**config.mk**
```make
export PLATFORM = sky130hd
export DESIGN_NAME = aart_queue
export DESIGN_NICKNAME = d
export VERILOG_FILES = /design/src/rtl/core/aart_pkg.sv /design/src/rtl/core/aart_queue.sv
export SDC_FILE = /design/constraint.sdc
export NUM_CORES = 1
export LEC_CHECK = 0
export BUFFER_PORTS_ARGS = -buffer_cell sky130_fd_sc_hd__buf_2
export CAP_MARGIN = 40
export CORE_MARGIN = 3
export CORE_UTILIZATION = 50
export DETAILED_ROUTE_END_ITERATION = 8
export MAX_ROUTING_LAYER = met4
export PLACE_DENSITY = 0.69
export SLEW_MARGIN = 40
export SYNTH_ARGS = -nofsm -noshare
export SYNTH_HDL_FRONTEND = slang
export SYNTH_SLANG_ARGS = --single-unit
```
**constraint.sdc**
```tcl
create_clock -name clk -period 1.97 [get_ports clk]
set_input_delay 0.394 -clock clk [delete_from_list [all_inputs] [get_ports clk]]
set_output_delay 0.394 -clock clk [all_outputs]
set_load 0.1 [all_outputs]
```
**src/rtl/core/aart_pkg.sv**
```systemverilog
// Shared types, constants and rounding helpers for the axis-angle transform unit.
package aart_pkg;

  // Field widths
  localparam int ANG_W  = 32;
  localparam int DIR_W  = 16;
  localparam int PNT_W  = 32;
  localparam int MAT_W  = 18;
  localparam int SHF_W  = 32;
  localparam int CFG_W  = 32;
  localparam int IDX_W  = 3;
  localparam int TRIG_W = 33;  // Q.30 values with headroom

  // Item queue between front and back
  localparam int QDEPTH = 4;
  localparam int QPTR_W = $clog2(QDEPTH);

  // Horner steps for sine and cosine
  localparam int NSTEP  = 8;

  // Angle constants, Q4.28
  localparam logic signed [ANG_W:0] PI28     = 33'sd843314857;
  localparam logic signed [ANG_W:0] TWOPI28  = 33'sd1686629713;
  localparam logic signed [ANG_W:0] HALFPI28 = 33'sd421657428;

  localparam logic signed [TRIG_W-1:0] ONE30 = 33'sd1073741824;

  // Register indexes
  typedef logic [IDX_W-1:0] cfg_idx_t;
  localparam cfg_idx_t REG_DIR_X   = 3'd0;
  localparam cfg_idx_t REG_DIR_Y   = 3'd1;
  localparam cfg_idx_t REG_DIR_Z   = 3'd2;
  localparam cfg_idx_t REG_POINT_X = 3'd3;
  localparam cfg_idx_t REG_POINT_Y = 3'd4;
  localparam cfg_idx_t REG_POINT_Z = 3'd5;

  // Horner divisors indexed by k-1, and floor(2^33 / d)
  localparam int DIV_W = 10;
  localparam int RECIP_SH = 33;
  localparam int COS_DIV [NSTEP] = '{2, 12, 30, 56, 90, 132, 182, 240};
  localparam int SIN_DIV [NSTEP] = '{6, 20, 42, 72, 110, 156, 210, 272};
  localparam logic [32:0] COS_RECIP [NSTEP] = '{
    33'd4294967296, 33'd715827882, 33'd286331153, 33'd153391689,
    33'd95443717,   33'd65075262,  33'd47197442,  33'd35791394};
  localparam logic [32:0] SIN_RECIP [NSTEP] = '{
    33'd1431655765, 33'd429496729, 33'd204522252, 33'd119304647,
    33'd78090314,   33'd55063683,  33'd40904450,  33'd31580641};

  // Axis configuration
  typedef struct packed {
    logic signed [DIR_W-1:0] u;
    logic signed [DIR_W-1:0] v;
    logic signed [DIR_W-1:0] w;
    logic signed [PNT_W-1:0] a;
    logic signed [PNT_W-1:0] b;
    logic signed [PNT_W-1:0] c;
  } cfg_t;

  // Reduced angle as queued
  typedef struct packed {
    logic signed [ANG_W-1:0] x;
    logic                    flip;
  } item_t;

  typedef struct packed {
    logic full;
    logic empty;
  } qstat_t;

  // Sine, cosine and one minus cosine, Q.30
  typedef struct packed {
    logic signed [TRIG_W-1:0] cs;
    logic signed [TRIG_W-1:0] sn;
    logic signed [TRIG_W-1:0] omc;
  } trig_t;

  // v / 2^n, rounded half away from zero
  function automatic logic signed [127:0] rnd_hafz(input logic signed [127:0] v, input int n);
    logic [127:0] m;
    m = v[127] ? 128'(-v) : 128'(v);
    m = (m + (128'd1 << (n - 1))) >> n;
    return v[127] ? -$signed(m) : $signed(m);
  endfunction

  function automatic logic signed [MAT_W-1:0] sat_mat(input logic signed [127:0] v);
    logic signed [127:0] hi;
    logic signed [127:0] lo;
    hi = 128'sd131071;
    lo = -128'sd131072;
    if (v > hi) return hi[MAT_W-1:0];
    else if (v < lo) return lo[MAT_W-1:0];
    else return v[MAT_W-1:0];
  endfunction

  function automatic logic signed [SHF_W-1:0] sat_shf(input logic signed [127:0] v);
    logic signed [127:0] hi;
    logic signed [127:0] lo;
    hi = 128'sd2147483647;
    lo = -128'sd2147483648;
    if (v > hi) return hi[SHF_W-1:0];
    else if (v < lo) return lo[SHF_W-1:0];
    else return v[SHF_W-1:0];
  endfunction

endpackage

```
**src/rtl/core/aart_queue.sv**
```systemverilog
// Short item queue between the front end and the arithmetic back end.
module aart_queue import aart_pkg::*; (
  input  logic   clk,
  input  logic   rst,
  input  logic   push,
  input  item_t  push_item,
  input  logic   pop,
  output qstat_t qstat,
  output item_t  head
);

  item_t slots [QDEPTH];
  logic [QPTR_W-1:0] wr_ptr;
  logic [QPTR_W-1:0] rd_ptr;
  logic [QPTR_W:0]   count;

  assign qstat.full  = (count == (QPTR_W + 1)'(QDEPTH));
  assign qstat.empty = (count == '0);
  assign head = slots[rd_ptr];

  always_ff @(posedge clk) begin
    if (rst) begin
      wr_ptr <= '0;
      rd_ptr <= '0;
      count  <= '0;
    end else begin
      if (push) wr_ptr <= wr_ptr + 1'b1;
      if (pop) rd_ptr <= rd_ptr + 1'b1;
      case ({push, pop})
        2'b10:   count <= count + 1'b1;
        2'b01:   count <= count - 1'b1;
        default: ;
      endcase
    end
  end

  always_ff @(posedge clk) begin
    if (push) slots[wr_ptr] <= push_item;
  end

endmodule

```
Word-level counts from Yosys, hierarchy flattened

Memory sizes are Yosys's and may differ from the RTL's. A register that Yosys moved wholly into a read port is not among the register bits.
Cells that the tools add are included.

Bits in registers: 7
Word-level logic and storage cells: 18
Memories kept: 1
Output and inout port bits: 35
Memory bits (writable): 132
Input bits: 37

Memory list:

| memory | depth | width | rd ports | clocked after memory_dff | write ports | line             | source |
|---|---|---|---|---|---|---|---|
| slots  | 4     | 33    | 1        | 1                        | 1           | aart_queue.sv:12 | `item_t slots [QDEPTH];` |

Equality and inequality tests: 3
Multiplexer cells: 5
$add $sub $neg: 4
Reductions and logical operators: 2

Operators with widths:

| operator              | count |
|---|---|
| $pmux W3 S2           | 1 |
| $add A2 B1 Y2 const B | 2 |
| $mux W2               | 2 |
| $add A3 B1 Y3 const B | 1 |
| $eq A3 B3 Y1 const B  | 1 |
| $logic_not A3 Y1      | 1 |
| $sub A3 B1 Y3 const B | 1 |
| $eq A2 B1 Y1 const B  | 1 |
| $eq A2 B2 Y1 const B  | 1 |
| $mux W1               | 2 |
| $reduce_bool A2 Y1    | 1 |

Logic depth before layout (Yosys ltp)

Gate-level depths: netlist (run 1).

Depth in word-level cells: 3
Depth in mapped cells: 7
Mapped depth without buffers: 7

Worst setup path after synthesis (run 1)

OpenSTA, ideal clock, no wires.

Path kind: register to output
From: register count[0]
To: output port qstat[0] (netlist name)
Data arrival time: 2.379 ns
Path slack: -0.803 ns
Path buffers: 0
Stages on the path, launching flop included: 2
Path through: dfxtp_1 -> nor3_1

RTL lines:

| what                   | line             | source |
|---|---|---|
| from (decl)            | aart_queue.sv:15 | `logic [QPTR_W:0] count;` |
| from (signal assigned) | aart_queue.sv:30 | `2'b10: count <= count + 1'b1;` |
| from (signal assigned) | aart_queue.sv:31 | `2'b01: count <= count - 1'b1;` |
| to (decl)              | aart_queue.sv:8  | `output qstat_t qstat,` |

==> qor.csv, run 1 <==
metric,value,unit
holdBufCountCts,0,
p_switching,2.48,mW
io_pins,72,
hold_slack,0.0905,ns
cp_max_fo,7,
netlist_area,5240,um^2
comb_power_share,21.2,%
die_area,11700,um^2
rows,36,
gp_congestion,0.695,
postSynthAreaPerCell,23.8,um^2
yosysSeqAreaShare,79.0,%
path_clk_slew,0.07,ns
grtUsageTotal,16.8,%
grt_pass1_vias,2629,
synth_edf_count,132,
drv_slew,0,
seq_power_share,41.6,%
portBuffers,71,
routed_wl,8950,um
cts_tree,done,
die_w,108,um
power_density,1210,nW/um^2
fmax,435,MHz
required,1.58,ns
ys_warn_count,0,
syn-num-nets,263,
clk_latency,0.51,ns
fin_cells,467,
power.internal,5.88,mW
grt_pass1_wl,13600,um
postSynthCellCount,220,
drt_iter0_markers,124,
final_net_count,364,
die_y,108,um
yosys.area.top_type,edfxtp_1,
violations,setup timing,
pre_cts_ws,0.0598,ns
cts.sink_count,141,
synth-seq-cells,141,
placed_cells,427,
wl_per_cell,19.2,um
grt-ovfl-total,0,
criticalPathCategory,reg2out,
relSlewSlack,68.1,%
dp_hpwl,5590,um
area_growth,31.4,%
arrival,1.91,ns
hold_class,in2reg,
dr.pass1.iters,4,
drtAntennaViolNets,0,
max-clock-path-buffers,2,
fin_ws,-0.330,ns
clockRootBuffer,clkbuf_8,
skew,0.00765,ns
pwr-share-clk,37.2,%
peakVddDrop,794,uV
setup_violations,33,
vias,2442,
cellLeakagePower,2.43,nW
swShare,29.7,%
run_status,finished with violations,
synth_top_area_share,75.6,%
cts_htree_levels,4,
synth.most_common_cell,edfxtp_1,
worst_pin_slew,0.482,ns
grt_max_degree,34,
initial_core_util,52.4,%
grt_antenna_before_repair,0,
period_minus_slack,2.30,ns
layout-drive-gt1-share,48.8,%
hold_viol,0,
startpoint_type,register,
ys_top_cells_by_count,"edfxtp_1, mux4_2, dfxtp_1",
synthArstFlopShare,0,%
synthDistinctLibCells,22,
rsz0062_at_grt,yes,
antenna_cells,0,
fin_crit_sh,117,%
setup.worst_path.end_class,primary output,
drc_errors,0,
synth_area_leaders,"edfxtp_1, mux4_2, dfxtp_1, mux4_1, ha_1",
routed_via_density,5.23,
cts_buffers,17,
maxCapViolCount,0,
core,10000,um^2
synthFlopType,edfxtp_1,
## cells by family after synthesis
kind of cell / Yosys count / synth area share (%)
adders and majority gates: 6 / 1.58
xor gates and xnor gates: 5 / 0.835
muxes: 34 / 14.6
AOI/OAI and AO/OA: 3 / 0.286
DFF: 141 / 79.0
and+or+nand+nor: 16 / 1.46
buffers and inverters: 15 / 2.22
## per-stage QoR
stage | area [um^2] | power, mW | setup TNS (ns) | utilization, %
floorplan | 5250 | 4.74 | 0 | -
global route | 6890 | 8.64 | -11.41 | 68.9
CTS | 6880 | 8.43 | -10.37 | 68.8
finish | 6890 | 8.36 | -9.07 | 68.9
detailed placement | 6040 | 5.16 | 0 | 60.4
global placement | 6040 | 5.14 | 0 | 60.4
## flip-flops by register name, summed over array words and instances (netlist names), named ones only
name    cells
wr_ptr      2
count       3
rd_ptr      2
slots     132
## critical path: stages (launching register included)
cell and delay (ns):
dfxtp_4 0.40, buf_12 0.13, buf_12 0.13, mux4_2 0.54
buf_12 0.19
## what timing repair did
action / CTS / global route
cloned: 1 / 0
setup buffers: 6 / 2
pin swaps: 0 / 0
endpoints found under the setup margin: 33 / 34
gates resized for setup: 51 / 7
## power groups by stage
stage | registers [mW] | clock network, mW | logic, mW
after CTS | 3.48 | 3.18 | 1.77
after detailed placement | 3.55 | 0 | 1.62
after global placement | 3.54 | 0 | 1.60
after floorplan | 3.53 | 0 | 1.21
after global routing | 3.49 | 3.31 | 1.84
final | 3.48 | 3.11 | 1.77
## path summary, 6_finish.rpt
| check | slack, ns | depth (start not counted) | to | startpoint |
|---|---|---|---|---|
| setup / recovery | -0.33 | 4 | head[19] | register |
| setup reg to reg | 0.40 | 5 | count[2] | count[0] |
| hold reg to reg | 0.53 | 2 | count[2] | count[2] |
| hold / removal | 0.09 | 1 | slots[3][28] | push_item[28] |
## cell usage in the layout, fill, tap and decap left out, types with 2 or more instances in the layout
master / synthesis / routed
a21oi_1: 2 / 2
and2_2: 0 / 4
buf_12: 3 / 25
buf_2: 3 / 37
buf_4: 0 / 9
buf_6: 1 / 18
bufinv_16: 0 / 2
clkbuf_16: 0 / 16
clkinv_4: 0 / 3
dfxtp_1: 9 / 7
edfxtp_1: 132 / 132
ha_1: 5 / 5
inv_1: 6 / 6
inv_6: 0 / 5
inv_8: 0 / 3
mux4_2: 30 / 33
nor2_1: 8 / 8
xnor2_1: 2 / 2
xor2_1: 3 / 3
## final cells by class
type	instances	area (um^2)
clock buffer	17	414
timing repair buffer	91	978
multi-input combinational	64	981
inverter	6	22.5
sequential	141	4150
tap	133	166
clock inverter	15	176
fill	642	3110
## layer usage
layer	GRT usage, %	routed length (um)
met4	6.49	54
met5	-	0
met1	19.4	3570
met3	5.49	460
met2	27.5	4870
Note: power is estimated with default switching activity, not from simulation.
==> inputs of run 2 (changes only) <==
Settings changed: REMOVE_ABC_BUFFERS from default to 1.
==> run 2 against run 1 <==
Clock skew shrank 0.0012 ns; clock power grew 7.7%; cell area shrank 2.1%; core utilization shrank 1.4 points; sequential power about the same; via count is 0.29% higher; sequential share of layout area increased by 1.3 points; die area unchanged; global-route usage rose by 0.66 points; the flow still finishes with violations (setup timing); routed wire length grew 2.4%.
==> qor.csv, run 2 (synthesis gave the netlist of run 1 again) <==
metric,value,unit,change
run_status,finished with violations,,unchanged
violations,setup timing,,unchanged
antenna_cells,0,,unchanged
io_pins,72,,unchanged
power.internal,6.14,mW,was 5.88 mW
drc_errors,0,,unchanged
grt_antenna_before_repair,0,,unchanged
grtUsageTotal,17.4,%,was 16.8%
initial_core_util,52.4,%,unchanged
rr_worst_depth,5,,unchanged
area_growth,28.6,%,was 31.4%
cts.sink_count,141,,unchanged
grt_pass1_wl,14200,um,was 13600 um
relSlewSlack,67.9,%,was 68.1%
swShare,27.9,%,was 29.7%
fin_crit_sh,113,%,was 117%
drv_slew,0,,unchanged
seq_power_share,40.9,%,was 41.6%
tns,-7.00,ns,was -9.07 ns
clk_latency,0.50,ns,was 0.51 ns
dp_hpwl,5780,um,was 5590 um
pre_cts_ws,0.0696,ns,was 0.0598 ns
worst_pin_slew,0.486,ns,was 0.482 ns
maxCapViolCount,0,,unchanged
setup.worst_path.end_class,primary output,,unchanged
die_y,108,um,unchanged
hold_viol,0,,unchanged
cts_htree_levels,4,,unchanged
final_common_cell,edfxtp_1,,unchanged
pwr-share-clk,39.4,%,was 37.2%
portBuffers,71,,unchanged
routed_wl,9160,um,was 8950 um
cp_max_fo,16,,was 7
core,10000,um^2,unchanged
criticalPathCategory,reg2out,,unchanged
p_switching,2.37,mW,was 2.48 mW
fin_cells,460,,was 467
dr.pass1.iters,4,,unchanged
layout-drive-gt1-share,47.1,%,was 48.8%
final_net_count,358,,was 364
required,1.58,ns,about the same
vias,2449,,was 2442
routed_via_density,5.32,,was 5.23
die_w,108,um,unchanged
period_minus_slack,2.22,ns,was 2.30 ns
hold_class,in2reg,,unchanged
grt-ovfl-total,0,,unchanged
top_regs,"slots: 132 flops, count: 3 flops",,unchanged
largest_reg_flops,132,,unchanged
peakVddDrop,665,uV,was 794 uV
top_register,slots,,unchanged
top_usage_layer,met2,,unchanged
drt_iter0_markers,154,,was 124
use_met1,22.0,%,was 19.4%
clockRootBuffer,clkbuf_8,,unchanged
setup_violations,33,,unchanged
fin_ws,-0.249,ns,was -0.330 ns
max-clock-path-buffers,2,,unchanged
rsz0062_at_grt,yes,,unchanged
startpoint_type,register,,unchanged
skew,0.00640,ns,was 0.00765 ns
placed_cells,429,,was 427
holdBufCountCts,0,,unchanged
cellLeakagePower,2.36,nW,was 2.43 nW
drtAntennaViolNets,0,,unchanged
path_clk_slew,0.06,ns,was 0.07 ns
cts_buffers,17,,unchanged
fin_util,67.4,%,was 68.9%
hold_slack,0.102,ns,was 0.0905 ns
use_met3,4.36,%,was 5.49%
arrival,1.83,ns,was 1.91 ns
grt_pass1_vias,2670,,was 2629
num-fill-cells,656,,was 642
power_density,1260,nW/um^2,was 1210 nW/um^2
worstHoldPathCells,1,,unchanged
cts_tree,done,,unchanged
wl_per_cell,19.9,um,was 19.2 um
gp_congestion,0.688,,was 0.695
die_area,11700,um^2,unchanged
comb_power_share,19.7,%,was 21.2%
mostFrequentLayoutCells,"edfxtp_1, buf_2, mux4_2",,unchanged
rows,36,,unchanged
grtUsageMet2,27.9,%,was 27.5%
grt_max_degree,25,,was 34
fmax,451,MHz,was 435 MHz
## run 2: cell types whose count changed in the layout (fill, tap and decap cells not counted), moves of 2 or more
cell,delta
buf_12,-12
buf_4,+2
buf_6,+3
bufinv_16,+3
clkinvlp_4,+2
inv_6,-3
inv_8,-3
## run 2: power groups by stage
stage	combinational (mW)	sequential [mW]	clock [mW]
finish	1.68	3.48	3.35
global route	1.74	3.49	3.55
CTS	1.69	3.48	3.42
detailed placement	1.57	3.54	0
global placement	1.57	3.53	0
floorplan	1.13	3.57	0
## run 2: metrics by stage
step                total power [mW]  cell area [um^2]
floorplan                       4.69              5150
global placement                5.10              5960
detailed placement              5.12              5960
CTS                             8.59              6740
global route                    8.78              6740
finish                          8.51              6740
## run 2: worst paths after layout
check,slack [ns],to,startpoint
max,-0.25,head[8],register
min,0.10,slots[1][26],push_item[26]
max reg2reg,0.41,count[2],count[0]
min reg2reg,0.51,count[2],count[2]
## run 2: area by class of cell
type                            count  area, um^2  area share, %
Tap cell                          133         166           2.47
Timing Repair Buffer               85         800           11.9
Clock inverter                     14         216           3.21
Sequential cell                   141        4150           61.5
Clock buffer                       17         414           6.14
Inverter                            6        22.5          0.334
Multi-Input combinational cell     64         976           14.5
## run 2: per-layer routing
| layer | vias up | routed length (um) |
|---|---|---|
| li1 | 1096 | - |
| met1 | 1262 | 3810 |
| met2 | 82 | 4780 |
| met3 | 9 | 497 |
| met4 | 0 | 76 |
| met5 | - | 0 |
## run 2: worst max-delay path: stages (launching register included)
cell	delay, ns
dfxtp_4	0.38
buf_12	0.18
mux4_2	0.57
buf_12	0.19
## run 2: timing repair
action | CTS | global route
buffers inserted | 0 | 0
resized for setup | 52 | 2
endpoints found under the setup margin | 33 | 33
pin swaps | 0 | 0
