<file path="config.mk">
export PLATFORM = sky130hd
export DESIGN_NAME = aart_front
export DESIGN_NICKNAME = d
export VERILOG_FILES = /design/src/rtl/core/aart_pkg.sv /design/src/rtl/core/aart_front.sv
export SDC_FILE = /design/constraint.sdc
export NUM_CORES = 1
export LEC_CHECK = 0
export ABC_AREA = 1
export ABC_CLOCK_PERIOD_IN_PS = 3710
export BUFFER_PORTS_ARGS = -buffer_cell sky130_fd_sc_hd__buf_2
export CORE_ASPECT_RATIO = 0.5
export CORE_MARGIN = 3
export CORE_UTILIZATION = 45
export CTS_CLUSTER_SIZE = 30
export DETAILED_ROUTE_END_ITERATION = 7
export GPL_ROUTABILITY_DRIVEN = 0
export PLACE_DENSITY = 0.74
export SYNTH_ARGS = -nofsm -noshare
export SYNTH_HDL_FRONTEND = slang
export SYNTH_SLANG_ARGS = --single-unit
</file>
<file path="constraint.sdc">
create_clock -name clk -period 3.71 [get_ports clk]
set_clock_uncertainty 0.1 [all_clocks]
set_input_delay 0.5565 -clock clk [delete_from_list [all_inputs] [get_ports clk]]
set_output_delay 0.5565 -clock clk [all_outputs]
set_load 0.02 [all_outputs]
</file>
<file path="src/rtl/core/aart_pkg.sv">
// Shared types, constants and rounding helpers for the axis-angle transform unit.
package aart_pkg;

  // Field widths
  localparam int ANG_W  = 32;
  localparam int DIR_W  = 16;
  localparam int PNT_W  = 32;
  localparam int MAT_W  = 18;
  localparam int SHF_W  = 32;
  localparam int CFG_W  = 32;
  localparam int IDX_W  = 3;
  localparam int TRIG_W = 33;  // Q.30 values with headroom

  // Item queue between front and back
  localparam int QDEPTH = 4;
  localparam int QPTR_W = $clog2(QDEPTH);

  // Horner steps for sine and cosine
  localparam int NSTEP  = 8;

  // Angle constants, Q4.28
  localparam logic signed [ANG_W:0] PI28     = 33'sd843314857;
  localparam logic signed [ANG_W:0] TWOPI28  = 33'sd1686629713;
  localparam logic signed [ANG_W:0] HALFPI28 = 33'sd421657428;

  localparam logic signed [TRIG_W-1:0] ONE30 = 33'sd1073741824;

  // Register indexes
  typedef logic [IDX_W-1:0] cfg_idx_t;
  localparam cfg_idx_t REG_DIR_X   = 3'd0;
  localparam cfg_idx_t REG_DIR_Y   = 3'd1;
  localparam cfg_idx_t REG_DIR_Z   = 3'd2;
  localparam cfg_idx_t REG_POINT_X = 3'd3;
  localparam cfg_idx_t REG_POINT_Y = 3'd4;
  localparam cfg_idx_t REG_POINT_Z = 3'd5;

  // Horner divisors indexed by k-1, and floor(2^33 / d)
  localparam int DIV_W = 10;
  localparam int RECIP_SH = 33;
  localparam int COS_DIV [NSTEP] = '{2, 12, 30, 56, 90, 132, 182, 240};
  localparam int SIN_DIV [NSTEP] = '{6, 20, 42, 72, 110, 156, 210, 272};
  localparam logic [32:0] COS_RECIP [NSTEP] = '{
    33'd4294967296, 33'd715827882, 33'd286331153, 33'd153391689,
    33'd95443717,   33'd65075262,  33'd47197442,  33'd35791394};
  localparam logic [32:0] SIN_RECIP [NSTEP] = '{
    33'd1431655765, 33'd429496729, 33'd204522252, 33'd119304647,
    33'd78090314,   33'd55063683,  33'd40904450,  33'd31580641};

  // Axis configuration
  typedef struct packed {
    logic signed [DIR_W-1:0] u;
    logic signed [DIR_W-1:0] v;
    logic signed [DIR_W-1:0] w;
    logic signed [PNT_W-1:0] a;
    logic signed [PNT_W-1:0] b;
    logic signed [PNT_W-1:0] c;
  } cfg_t;

  // Reduced angle as queued
  typedef struct packed {
    logic signed [ANG_W-1:0] x;
    logic                    flip;
  } item_t;

  typedef struct packed {
    logic full;
    logic empty;
  } qstat_t;

  // Sine, cosine and one minus cosine, Q.30
  typedef struct packed {
    logic signed [TRIG_W-1:0] cs;
    logic signed [TRIG_W-1:0] sn;
    logic signed [TRIG_W-1:0] omc;
  } trig_t;

  // v / 2^n, rounded half away from zero
  function automatic logic signed [127:0] rnd_hafz(input logic signed [127:0] v, input int n);
    logic [127:0] m;
    m = v[127] ? 128'(-v) : 128'(v);
    m = (m + (128'd1 << (n - 1))) >> n;
    return v[127] ? -$signed(m) : $signed(m);
  endfunction

  function automatic logic signed [MAT_W-1:0] sat_mat(input logic signed [127:0] v);
    logic signed [127:0] hi;
    logic signed [127:0] lo;
    hi = 128'sd131071;
    lo = -128'sd131072;
    if (v > hi) return hi[MAT_W-1:0];
    else if (v < lo) return lo[MAT_W-1:0];
    else return v[MAT_W-1:0];
  endfunction

  function automatic logic signed [SHF_W-1:0] sat_shf(input logic signed [127:0] v);
    logic signed [127:0] hi;
    logic signed [127:0] lo;
    hi = 128'sd2147483647;
    lo = -128'sd2147483648;
    if (v > hi) return hi[SHF_W-1:0];
    else if (v < lo) return lo[SHF_W-1:0];
    else return v[SHF_W-1:0];
  endfunction

endpackage

</file>
<file path="src/rtl/core/aart_front.sv">
// Front end: takes angle items, reduces them to a half turn and hands them to the queue.
module aart_front import aart_pkg::*; (
  input  logic                    clk,
  input  logic                    rst,
  input  logic                    in_valid,
  output logic                    in_stall,
  input  logic signed [ANG_W-1:0] angle,
  input  qstat_t                  qstat,
  output logic                    push,
  output item_t                   push_item
);

  logic  fvalid;
  item_t fitem;
  logic  adv;
  logic signed [ANG_W:0] r1;
  logic signed [ANG_W:0] r2;
  logic  flip_n;

  assign adv      = !fvalid || !qstat.full;
  assign in_stall = !adv;
  assign push     = fvalid && !qstat.full;
  assign push_item = fitem;

  // Wrap into [-pi, pi], then fold into [-pi/2, pi/2]
  always_comb begin
    r1 = (ANG_W + 1)'(angle);
    if (r1 > PI28) r1 = r1 - TWOPI28;
    else if (r1 < -PI28) r1 = r1 + TWOPI28;
    r2 = r1;
    flip_n = 1'b0;
    if (r1 > HALFPI28) begin
      r2 = r1 - PI28;
      flip_n = 1'b1;
    end else if (r1 < -HALFPI28) begin
      r2 = r1 + PI28;
      flip_n = 1'b1;
    end
  end

  always_ff @(posedge clk) begin
    if (rst) begin
      fvalid <= 1'b0;
    end else if (adv) begin
      fvalid <= in_valid;
    end
  end

  // Residue times four gives Q.30
  always_ff @(posedge clk) begin
    if (adv && in_valid) begin
      fitem.x    <= {r2[ANG_W-3:0], 2'b00};
      fitem.flip <= flip_n;
    end
  end

endmodule

</file>
# Yosys cells after proc, flatten, opt, wreduce, memory -nomap -nowiden
# Cells that the tools add are included.
totals:
  register_bits: 32
  latchBits: 0
  ram_bits: 0
  romBits: 0
  inputBits: 37
  out_inout_bits: 35
  word_cells: 22
  n_memories: 0
op_classes:
  add_sub_neg: 4
  mul: 0
  div_mod_pow: 0
  order_cmp: 4
  eq_ne: 0
  n_shift: 0
  muxes: 5
  bitwise_logic: 0
  n_reduce_logical: 6
op_table:
  columns: ["op", "n"]
  rows:
  - ["2-to-1 mux 33 bit", 2]
  - ["2-to-1 mux 30 bit", 2]
  - ["adder 32 x 32 -> 33 bit, second input constant", 1]
  - ["greater-than comparator 33 x 30 -> 1 bit, second input constant", 1]
  - ["less-than comparator 33 x 30 -> 1 bit, second input constant", 1]
  - ["subtractor 32 x 32 -> 33 bit, second input constant", 1]
  - ["greater-than comparator 32 x 31 -> 1 bit, second input constant", 1]
  - ["less-than comparator 32 x 31 -> 1 bit, second input constant", 1]
  - ["adder 30 x 29 -> 30 bit, second input constant", 1]
  - ["subtractor 30 x 29 -> 30 bit, second input constant", 1]
  - ["logical NOT 1 bit", 3]
  - ["logical AND 1 bit", 2]
  - ["logical OR 1 bit", 1]
  - ["2-to-1 mux 1 bit", 1]

# Longest topological paths before layout
# Gate-level depths: netlist (run 1).
depth:
  ltp_word: 6
  mapped_depth: 31
  ltp_nobuf: 30

# Worst setup path after synthesis (run 1)
# No wires, ideal clock.
synth_timing:
  path_type: "in2reg"
  startpoint: "in angle[31]"
  endpoint: "reg fitem (netlist bit push_item[31]), data pin"
  setup_ps: 252
  arrival_time_ps: 3126
  required_time_ps: 3358
  slack_ps: 232
  cell_stages: 25
  path_buffers: 3
  path_cell_list: "buf_4 > nor2_1 > nand2_1 > nor2_1 > nand2_1 > nor2_1 > nand2_2 > nand2_4 > nand3_4 > buf_6 > buf_6 > nand2_2 > xor2_2 > ha_1 > inv_1 > o21ai_0 > nand2_1 > nand2_1 > nand2_1 > nand2_1 > nand2_1 > nand3_1 > nand3_1 > nand2_1 > nand2_1"
synth_between:
  elab_chain_len: 6
  word_cells_on_any_way: 12
  classes_between: "add/sub: 4; order compare: 4; mux: 4"
synth_rtl:
  columns: ["item", "line", "rtl"]
  rows:
  - ["from (decl)", "aart_front.sv:7", "input logic signed [ANG_W-1:0] angle,"]
  - ["adder 32 x 32 -> 33 bit / less-than comparator 32 x 31 -> 1 bit (equally long branches)", "aart_front.sv:29", "else if (r1 < -PI28) r1 = r1 + TWOPI28;"]
  - ["2-to-1 mux 33 bit", "aart_front.sv:29", null]
  - ["2-to-1 mux 33 bit *", "aart_front.sv:28", "if (r1 > PI28) r1 = r1 - TWOPI28;"]
  - ["less-than comparator 33 x 30 -> 1 bit / adder 30 x 29 -> 30 bit (equally long branches)", "aart_front.sv:35, aart_front.sv:36", null]
  - ["2-to-1 mux 30 bit", "aart_front.sv:35", "end else if (r1 < -HALFPI28) begin"]
  - ["2-to-1 mux 30 bit *", "aart_front.sv:32", "if (r1 > HALFPI28) begin"]
  - ["net r2[28]", "aart_front.sv:17", "logic signed [ANG_W:0] r2;"]
  - ["to (decl)", "aart_front.sv:14", "item_t fitem;"]
# Mark *: on every way through the listed nets, which the timed path passes. The rest lies on a longest branch.
# A chain may end at the register's enable or synchronous reset.

# Worst setup path after layout (run 1)
layout_timing:
  startpoint: "in angle[30]"
  endpoint: "reg fitem (netlist bit push_item[20]), data pin"
# The elaborated chain is that of the path after synthesis.

==> results.ini, run 1 <==
[clock_network]
numCtsBuffers=5
cts_setup_buffers=0
hold_buffers=0
clock_path_buffers=2
htree_levels=2
clkTransAtPathRegs_ns=0.05
worst_skew_pair.late_latency_ns=0.27
cts_tree=built
cts_root_buf=clkbuf_16
cts_num_sinks=32

[grt]
grt_max_degree=32
grt_pass1_vias=10460
antenna_found_initial=1
grt-ovfl-total=0
grt_use_total=0.2969
grt_pass1_wl_um=52100

[route]
ant_nets=0
vias_per_cell=5.296
drc=0
wl_per_cell_um=14.33
vias=12030
first_iter_violations=1875
wl_um=32560
firstDrtPassIters=6

[final_layout]
syn_to_final_growth_pct=23.04
nNetsFinal=2054
multiInputGateArea_mm2=0.006822
layoutNonFillerInstCount=2272
final_area_mm2=0.01088
drive_gt1_frac=0.1879
ff_latch_area_um2=950.9
n_fill_cell=1989

[logic_synthesis]
avgSynthCellArea_um2=4.934
syn-instance-count=1792
synth-seq-cells=32
synth-edff-count=31
yosysSeqAreaShare=0.1076
synthesis.area_mm2=0.008841
netlist.area_leader.share=0.3554
synth_common_cells=nand2_1 (837), nor2_1 (257), nand3_1 (177)
yosys.area.top_type=nand2_1
synth_cell_types=38
synth_ff_type=edfxtp_1
ys_warn_count=0
synth-async-reset-ratio=0
yosysMostFrequentCell=nand2_1
synth.area.top_cells=nand2_1 (36%), nor2_1 (11%), edfxtp_1 (11%)

[placement]
dp_cells=2263
dp_hpwl_um=27540
numPortBuffers=68
pre_cts_ws_ns=-0.03242
place_area_mm2=0.01068

[floorplanning]
io_pins=72
num_rows=35
die_y_um=105.1
initial_utilization=0.4695
dieArea_mm2=0.02147
die_x_um=204.2
core_mm2=0.01883

[worst_setup_path]
cp.required_ns=3.61
worstSetupStartpointType=input port
path_max_fanout=24
cp-end-kind=register
arrival_ns=3.42
critical_path_class=input port to register

[timing]
setup_viol=0
period_needed_ns=3.520
slew_viol_final=0
layout_setup_ws_ns=0.1898
fmax_mhz=284.1
finalHoldViolations=0
finalCritPeriodShare=0.9488
setup_total_negative_slack_ns=0

[power]
powerDensity_mw_per_mm2=258.8
ir_worst_vdd_uv=228.2
total_power_uw=2815
p_leak_uw=0.005983

[job]
maxCapViolCount=0

[min_path]
hp-class=input port to register

[outcome]
status=complete, no violations

## sequential cells by signal (all words and copies together), names as in the netlist
signal,cells
fvalid,1
push_item,31
## layer usage
metal / routed length (µm) / vias to the layer above / share of wire / GRT usage
met4: 1194 / 0 / 0.037 / 0.1025
met5: 0 / - / 0 / 0
met1: 14480 / 5158 / 0.44 / 0.4384
met3: 3799 / 106 / 0.12 / 0.03175
met2: 13080 / 738 / 0.40 / 0.4451
li1: - / 6030 / - / -
## path summary, 6_finish.rpt
kind / startpoint / to / slack, ns / depth (start not counted)
max: angle[30] / push_item[20]$_DFFE_PP_ / 0.19 / 26
max reg2reg: fvalid$_SDFFE_PP0N_ / push_item[25]$_DFFE_PP_ / 2.39 / 4
min reg2reg: fvalid$_SDFFE_PP0N_ / fvalid$_SDFFE_PP0N_ / 0.39 / 2
min: rst / fvalid$_SDFFE_PP0N_ / 0.34 / 2
## metrics by stage
stage	hold slack, ns	util
after CTS	0.3390	0.5758
after floorplan	0.3478	-
after global routing	0.3436	0.5777
after global placement	0.3656	0.5671
final	0.3369	0.5777
after detailed placement	0.4000	0.5671
## where the power goes
part / leakage, µW / switching [µW] / internal (µW) / total [µW]
combinational: 0.00559 / 1190 / 685 / 1870
clock: 0.0000808 / 135 / 315 / 450
sequential: 0.000310 / 12.4 / 482 / 494
total: 0.00598 / 1330 / 1480 / 2810
## cells in the final DEF, fill, tap and decap left out, types with 2 or more instances in the layout
master,Yosys,final
o21bai_1,2,2
conb_1,1,2
nor2_2,15,20
nand4_1,42,42
nand3_4,4,4
a21oi_2,3,3
edfxtp_1,31,31
and2_1,5,5
xor2_1,45,45
clkbuf_16,0,5
buf_2,20,68
nand2_2,23,26
o21ai_1,6,7
nand2_4,4,4
nand3_2,1,2
nand3b_1,4,4
ha_1,6,6
buf_12,0,8
nor3_1,11,11
buf_4,20,191
a21oi_1,38,38
inv_2,29,30
o21ai_0,29,28
nand3_1,177,176
nor2_1,257,252
nand2_1,837,834
inv_1,145,145
nor2_4,7,7
inv_4,2,2
xor2_2,2,2
## final cells by class
| cell class | instances | share of cell area |
|---|---|---|
| multi-input cells | 1527 | 0.6271 |
| repair buffers | 268 | 0.1789 |
| flip-flops and latches | 32 | 0.08742 |
| inverters | 177 | 0.06154 |
| well taps | 259 | 0.02979 |
| clock buffers | 6 | 0.01185 |
| clock inverters | 2 | 0.003221 |
| diodes | 1 | 0.0002300 |
## critical path, cell delays in order
cell	delay (ns)
buf_2	0.11
nor2_1	0.19
nand2_1	0.10
nor2_1	0.09
nand2_1	0.11
nor2_1	0.21
nand2_2	0.10
nand2_4	0.09
nand3_4	0.09
inv_2	0.07
buf_4	0.15
buf_4	0.13
nand2_1	0.04
nand2_1	0.20
nand2_1	0.09
nand2_1	0.08
nand2_1	0.05
nand2_1	0.06
nand2_1	0.09
nand2_2	0.13
nand2_2	0.08
nor2_4	0.11
buf_12	0.18
nand3_1	0.11
nand2_1	0.10
nand2_1	0.10
## kinds of logic after synthesis
logic type	after synthesis	share of synthesized area
and+or+nand+nor	1389	0.6594
buffers and inverters	234	0.1248
AOI/OAI and AO/OA	82	0.05010
xor gates and xnor gates	48	0.04925
DFF	32	0.1076
adders and majority gates	6	0.008491
other	1	0.0004242
## what timing repair did
action,CTS,global route
endpoints found under the hold margin,0,0
endpoints found under the setup margin,0,21
resized for setup,0,12
(Power assumes the default switching activity.)
==> run 2: changes to the inputs <==
Settings changed: CORE_UTILIZATION 45 to 40, PLACE_DENSITY 0.74 to 0.68.
==> results.ini, run 2 (synthesis results as in run 1) <==
[timing]
setup_viol=0  ; unchanged
holdWs_ns=0.3304  ; -0.006476 ns
period_needed_ns=3.501  ; -0.01876 ns
finalCritPeriodShare=0.9438  ; -0.005057
setup_total_negative_slack_ns=0  ; unchanged
slew_viol_final=0  ; unchanged
fmax_mhz=285.6  ; +0.54%
rsz0062_at_grt=yes
finalHoldViolations=0  ; unchanged

[worst_setup_path]
reg2reg_to=push_item[30]$_DFFE_PP_
max_stage_delay_ns=0.21  ; about the same
critical_path_class=input port to register
regToRegSetupSlack_ns=2.39  ; about the same
arrival_ns=3.41  ; about the same
worstSetupStartpointType=input port
critPathBufInv=6  ; +1
r2r_start=fvalid$_SDFFE_PP0N_
cp_common_cell=nand2_1
crit_cells=26  ; unchanged
reg2regPathDepth=4  ; unchanged
slowest_stage=ha_1
path_max_fanout=30  ; +25%
crit_start=angle[1]
endpoint=push_item[20]$_DFFE_PP_
cp-end-kind=register
cpLargestDelayFamily=simple AND/OR/NAND/NOR gates
cp.required_ns=3.62  ; about the same

[route]
vias=12010  ; -0.18%
drc=0  ; unchanged
wl_per_cell_um=14.32  ; about the same
wl_um=33300  ; +2.3%
first_iter_violations=1449  ; -23%
firstDrtPassIters=6  ; unchanged
vias_per_cell=5.163  ; -2.5%
ant_nets=0  ; unchanged

[final_layout]
layoutNonFillerInstCount=2326  ; +2.4%
largest_reg_flops=31  ; unchanged
nNetsFinal=2075  ; +1.0%
mostFrequentLayoutCell=nand2_1
drive_gt1_frac=0.2051  ; +0.01724
syn_to_final_growth_pct=25.76
final_cell_mix=nand2_1 (825), nor2_1 (244), buf_4 (211), nand3_1 (176), inv_1 (145)

[clock_network]
cts_num_sinks=32  ; unchanged
clock_path_buffers=2  ; unchanged
htree_levels=2  ; unchanged
cts_tree=built
clkTransAtPathRegs_ns=0.05  ; about the same
worst_skew_pair.late_latency_ns=0.28  ; about the same
cts_root_buf=clkbuf_16
hold_buffers=0  ; unchanged
numCtsBuffers=5  ; unchanged

[floorplanning]
dieArea_mm2=0.02403  ; +12%
io_pins=72  ; unchanged
die_x_um=216.3  ; +5.9%
initial_utilization=0.4188  ; -0.05070
core_mm2=0.02111  ; +12%
die_y_um=111.1  ; +5.7%
num_rows=37  ; +5.7%

[placement]
dp_hpwl_um=27980  ; +1.6%
numPortBuffers=68  ; unchanged
dp_cells=2313  ; +2.2%

[power]
powerDensity_mw_per_mm2=249.4  ; -3.6%
ir_worst_vdd_uv=141.4  ; -38%
p_leak_uw=0.006075  ; +1.5%
total_power_uw=2772  ; -1.5%

[grt]
grt_pass1_wl_um=52800  ; +1.3%
grt_max_degree=32  ; unchanged
grt_pass1_vias=10580  ; +1.1%
grt-ovfl-total=0  ; unchanged
grt_use_total=0.2676  ; -0.02933
antenna_found_initial=1  ; unchanged

[job]
maxCapViolCount=0  ; unchanged

[min_path]
hp-class=input port to register

[outcome]
status=complete, no violations

==> run 2: layout make-up <==
cell class | count | area (µm²)
fill | 2271 | 9992
multi-input combinational | 1528 | 6883
antenna | 1 | 2.502
clock inverter | 1 | 5.005
tap | 292 | 365.4
inverter | 177 | 669.4
timing repair buffer | 288 | 2110
clock buffer | 7 | 132.6
sequential | 32 | 950.9
==> run 2: routing by layer <==
| layer | vias to the layer above | global-route usage | part of all wire |
|---|---|---|---|
| met2 | 641 | 0.3955 | 0.40 |
| met4 | 0 | 0.1097 | 0.044 |
| met5 | - | 0 | 0 |
| met1 | 5184 | 0.3893 | 0.45 |
| met3 | 108 | 0.03505 | 0.11 |
| li1 | 6077 | - | - |
==> run 2: how the worst min path moves through the flow <==
stage	slack, ns	cells after the start	endpoint	start
floorplan	0.35	2	fvalid$_SDFFE_PP0N_	fvalid$_SDFFE_PP0N_
global placement	0.36	2	fvalid$_SDFFE_PP0N_	fvalid$_SDFFE_PP0N_
detailed placement	0.37	2	fvalid$_SDFFE_PP0N_	fvalid$_SDFFE_PP0N_
CTS	0.33	2	fvalid$_SDFFE_PP0N_	rst
global route	0.33	2	fvalid$_SDFFE_PP0N_	rst
finish	0.33	2	fvalid$_SDFFE_PP0N_	rst
==> run 2: timing repair <==
action | CTS | global route
endpoints found under the hold margin | 0 | 0
endpoints found under the setup margin | 0 | 31
gates resized for setup | 0 | 31
setup buffers | 0 | 2
==> run 2: per-stage QoR <==
| step | util | setup slack (ns) | instance area [µm²] |
|---|---|---|---|
| 5_1_grt | 0.5267 | -0.03154 | 11120 |
| 3_5_place_dp | 0.5139 | -0.1271 | 10850 |
| 4_1_cts | 0.5204 | 0.1669 | 10990 |
| 6_report | 0.5267 | 0.2086 | 11120 |
| 2_1_floorplan | - | 0.2316 | 8845 |
| 3_3_place_gp | 0.5139 | -0.05549 | 10850 |
==> run 2: worst register-to-register path, delay by kind of cell (launching register included) <==
| kind | cells | cell delay [ns] |
|---|---|---|
| buffers and inverters | 2 | 0.41 |
| flip-flops | 1 | 0.30 |
| AND/OR/NAND/NOR | 2 | 0.14 |
==> run 2: report_power, final <==
| part | internal, µW | switching, µW | leakage (µW) | total (µW) |
|---|---|---|---|---|
| registers | 482 | 11.8 | 0.000310 | 494 |
| clock network | 247 | 136 | 0.0000679 | 383 |
| logic | 701 | 1200 | 0.00570 | 1900 |
==> run 3: changes to the inputs <==
Settings changed: RECOVER_POWER set to 50.
==> results.ini, run 3 (synthesis results as in run 1) <==
[floorplanning]
die_y_um=111.1  ; unchanged
num_rows=37  ; unchanged
core_mm2=0.02111  ; unchanged
io_pins=72  ; unchanged
die_x_um=216.3  ; unchanged
initial_utilization=0.4188  ; unchanged
dieArea_mm2=0.02403  ; unchanged

[placement]
numPortBuffers=68  ; unchanged
dp_cells=2313  ; unchanged
place_area_mm2=0.01085  ; unchanged
pre_cts_ws_ns=-0.1271  ; unchanged
dp_hpwl_um=27980  ; unchanged

[worst_setup_path]
cp-end-kind=register
reg2reg_to=push_item[30]$_DFFE_PP_
reg2regPathDepth=4  ; unchanged
cp.required_ns=3.65  ; +0.03 ns
endpoint=push_item[3]$_DFFE_PP_
worstSetupStartpointType=input port
r2r_start=fvalid$_SDFFE_PP0N_
path_max_fanout=29  ; -3.3%
arrival_ns=3.44  ; +0.03 ns
regToRegSetupSlack_ns=1.52  ; -0.87 ns
crit_start=angle[1]
critical_path_class=input port to register
slowest_stage=ha_1
max_stage_delay_ns=0.21  ; about the same
cp_common_cell=nand2_1

[grt]
grt-ovfl-total=0  ; unchanged
grt_pass1_wl_um=52800  ; unchanged
grt_use_total=0.2676  ; unchanged
antenna_found_initial=1  ; unchanged
grt_pass1_vias=10580  ; unchanged
grt_max_degree=32  ; unchanged

[timing]
period_needed_ns=3.500  ; -0.001172 ns
setup_viol=0  ; unchanged
worstMarginPinSlew_ns=1.611
slew_headroom=-0.07429
finalHoldViolations=0  ; unchanged
layout_setup_ws_ns=0.2097  ; +0.001172 ns
slew_viol_final=32  ; +32
finalCritPeriodShare=0.9435  ; about the same
fmax_mhz=285.7  ; about the same
rsz0062_at_grt=yes

[final_layout]
final_cell_mix=nand2_1 (825), nor2_1 (244), buf_4 (210), nand3_1 (176), inv_1 (145)
largest_reg_flops=31  ; unchanged
mostFrequentLayoutCell=nand2_1
drive_gt1_frac=0.1923  ; -0.01279
final_area_mm2=0.01108  ; -0.32%
n_fill_cell=2284  ; +0.57%
fin_util=0.5250  ; -0.001659
nNetsFinal=2075  ; unchanged
layoutNonFillerInstCount=2326  ; unchanged
syn_to_final_growth_pct=25.36

[clock_network]
worst_skew_pair.late_latency_ns=0.28  ; about the same
cts_tree=built
htree_levels=2  ; unchanged
cts_num_sinks=32  ; unchanged
clock_path_buffers=2  ; unchanged
numCtsBuffers=5  ; unchanged
clkTransAtPathRegs_ns=0.05  ; about the same
cts_root_buf=clkbuf_16

[outcome]
status=finished with violations
violations=capacitance limit, slew limit

[route]
vias=11980  ; -0.27%
firstDrtPassIters=6  ; unchanged
wl_um=33310  ; about the same
ant_nets=0  ; unchanged
vias_per_cell=5.149  ; -0.27%
drc=0  ; unchanged
first_iter_violations=1407  ; -2.9%
wl_per_cell_um=14.32  ; about the same

[power]
swShare=0.4869  ; +0.002500
cellInternalPower_uw=1419  ; -0.77%
p_comb_frac=0.682  ; -0.002
p_leak_uw=0.006002  ; -1.2%
ir_worst_vdd_uv=141.4  ; about the same
clkPwrFrac=0.139  ; about the same
power.switching_uw=1346  ; +0.23%
powerDensity_mw_per_mm2=249.4  ; about the same
pwr-share-seq=0.179  ; about the same

[job]
maxCapViolCount=1  ; +1

[min_path]
hp-class=input port to register

[run 3: changes by cell type in the layout (fill, tap and decap cells not counted), sizes merged]
cell | before | now
buf | 287 | 261
clkbuf | 8 | 34
[run 3: layer usage]
metal  track usage  up-vias  part of all wire
li1              -     6077                 -
met1        0.3893     5170              0.45
met2        0.3955      635              0.40
met3       0.03505       95              0.11
met4        0.1097        0             0.042
met5             0        -                 0
[run 3: layout make-up]
type | instances | area, µm² | area share
diodes | 1 | 2.502 | 0.0002258
clock buffers | 7 | 132.6 | 0.01197
flip-flops and latches | 32 | 950.9 | 0.08580
multi-input cells | 1528 | 6883 | 0.6210
well taps | 292 | 365.4 | 0.03296
inverters | 177 | 669.4 | 0.06040
clock inverters | 1 | 5.005 | 0.0004516
repair buffers | 288 | 2074 | 0.1872
[run 3: how the worst min path moves through the flow]
stage | start | endpoint | cells past startpoint
floorplan | fvalid$_SDFFE_PP0N_ | fvalid$_SDFFE_PP0N_ | 2
global placement | fvalid$_SDFFE_PP0N_ | fvalid$_SDFFE_PP0N_ | 2
detailed placement | fvalid$_SDFFE_PP0N_ | fvalid$_SDFFE_PP0N_ | 2
CTS | rst | fvalid$_SDFFE_PP0N_ | 2
global route | rst | fvalid$_SDFFE_PP0N_ | 2
finish | rst | fvalid$_SDFFE_PP0N_ | 2
[run 3: power by group through the flow]
stage,Combinational (µW),Sequential [µW],Clock (µW)
2_1_floorplan,1080,576,0
5_1_grt,2080,503,410
6_report,1890,496,383
3_5_place_dp,1830,501,0
3_3_place_gp,1810,501,0
4_1_cts,1840,495,390
[run 3: per-stage QoR]
stage / TNS (ns) / hold WS [ns] / power [µW]
after floorplan: 0 / 0.3478 / 1657
after global placement: -0.1502 / 0.3613 / 2311
after detailed placement: -1.557 / 0.3680 / 2331
after CTS: 0 / 0.3281 / 2720
after global routing: -0.1770 / 0.3292 / 2991
final: 0 / 0.3301 / 2764
[run 3: critical path: cells and delay by family]
kind	cells	cell delay [ns]
AND/OR/NAND/NOR	21	1.94
buffers and inverters	6	0.69
adder cells (fa/ha/maj)	1	0.21
[run 3: repair_timing]
item                       4_1_cts  5_1_grt
resized for setup                0       31
setup buffers                    0        2
hold buffers                     0        0
setup endpoints to repair        0       31
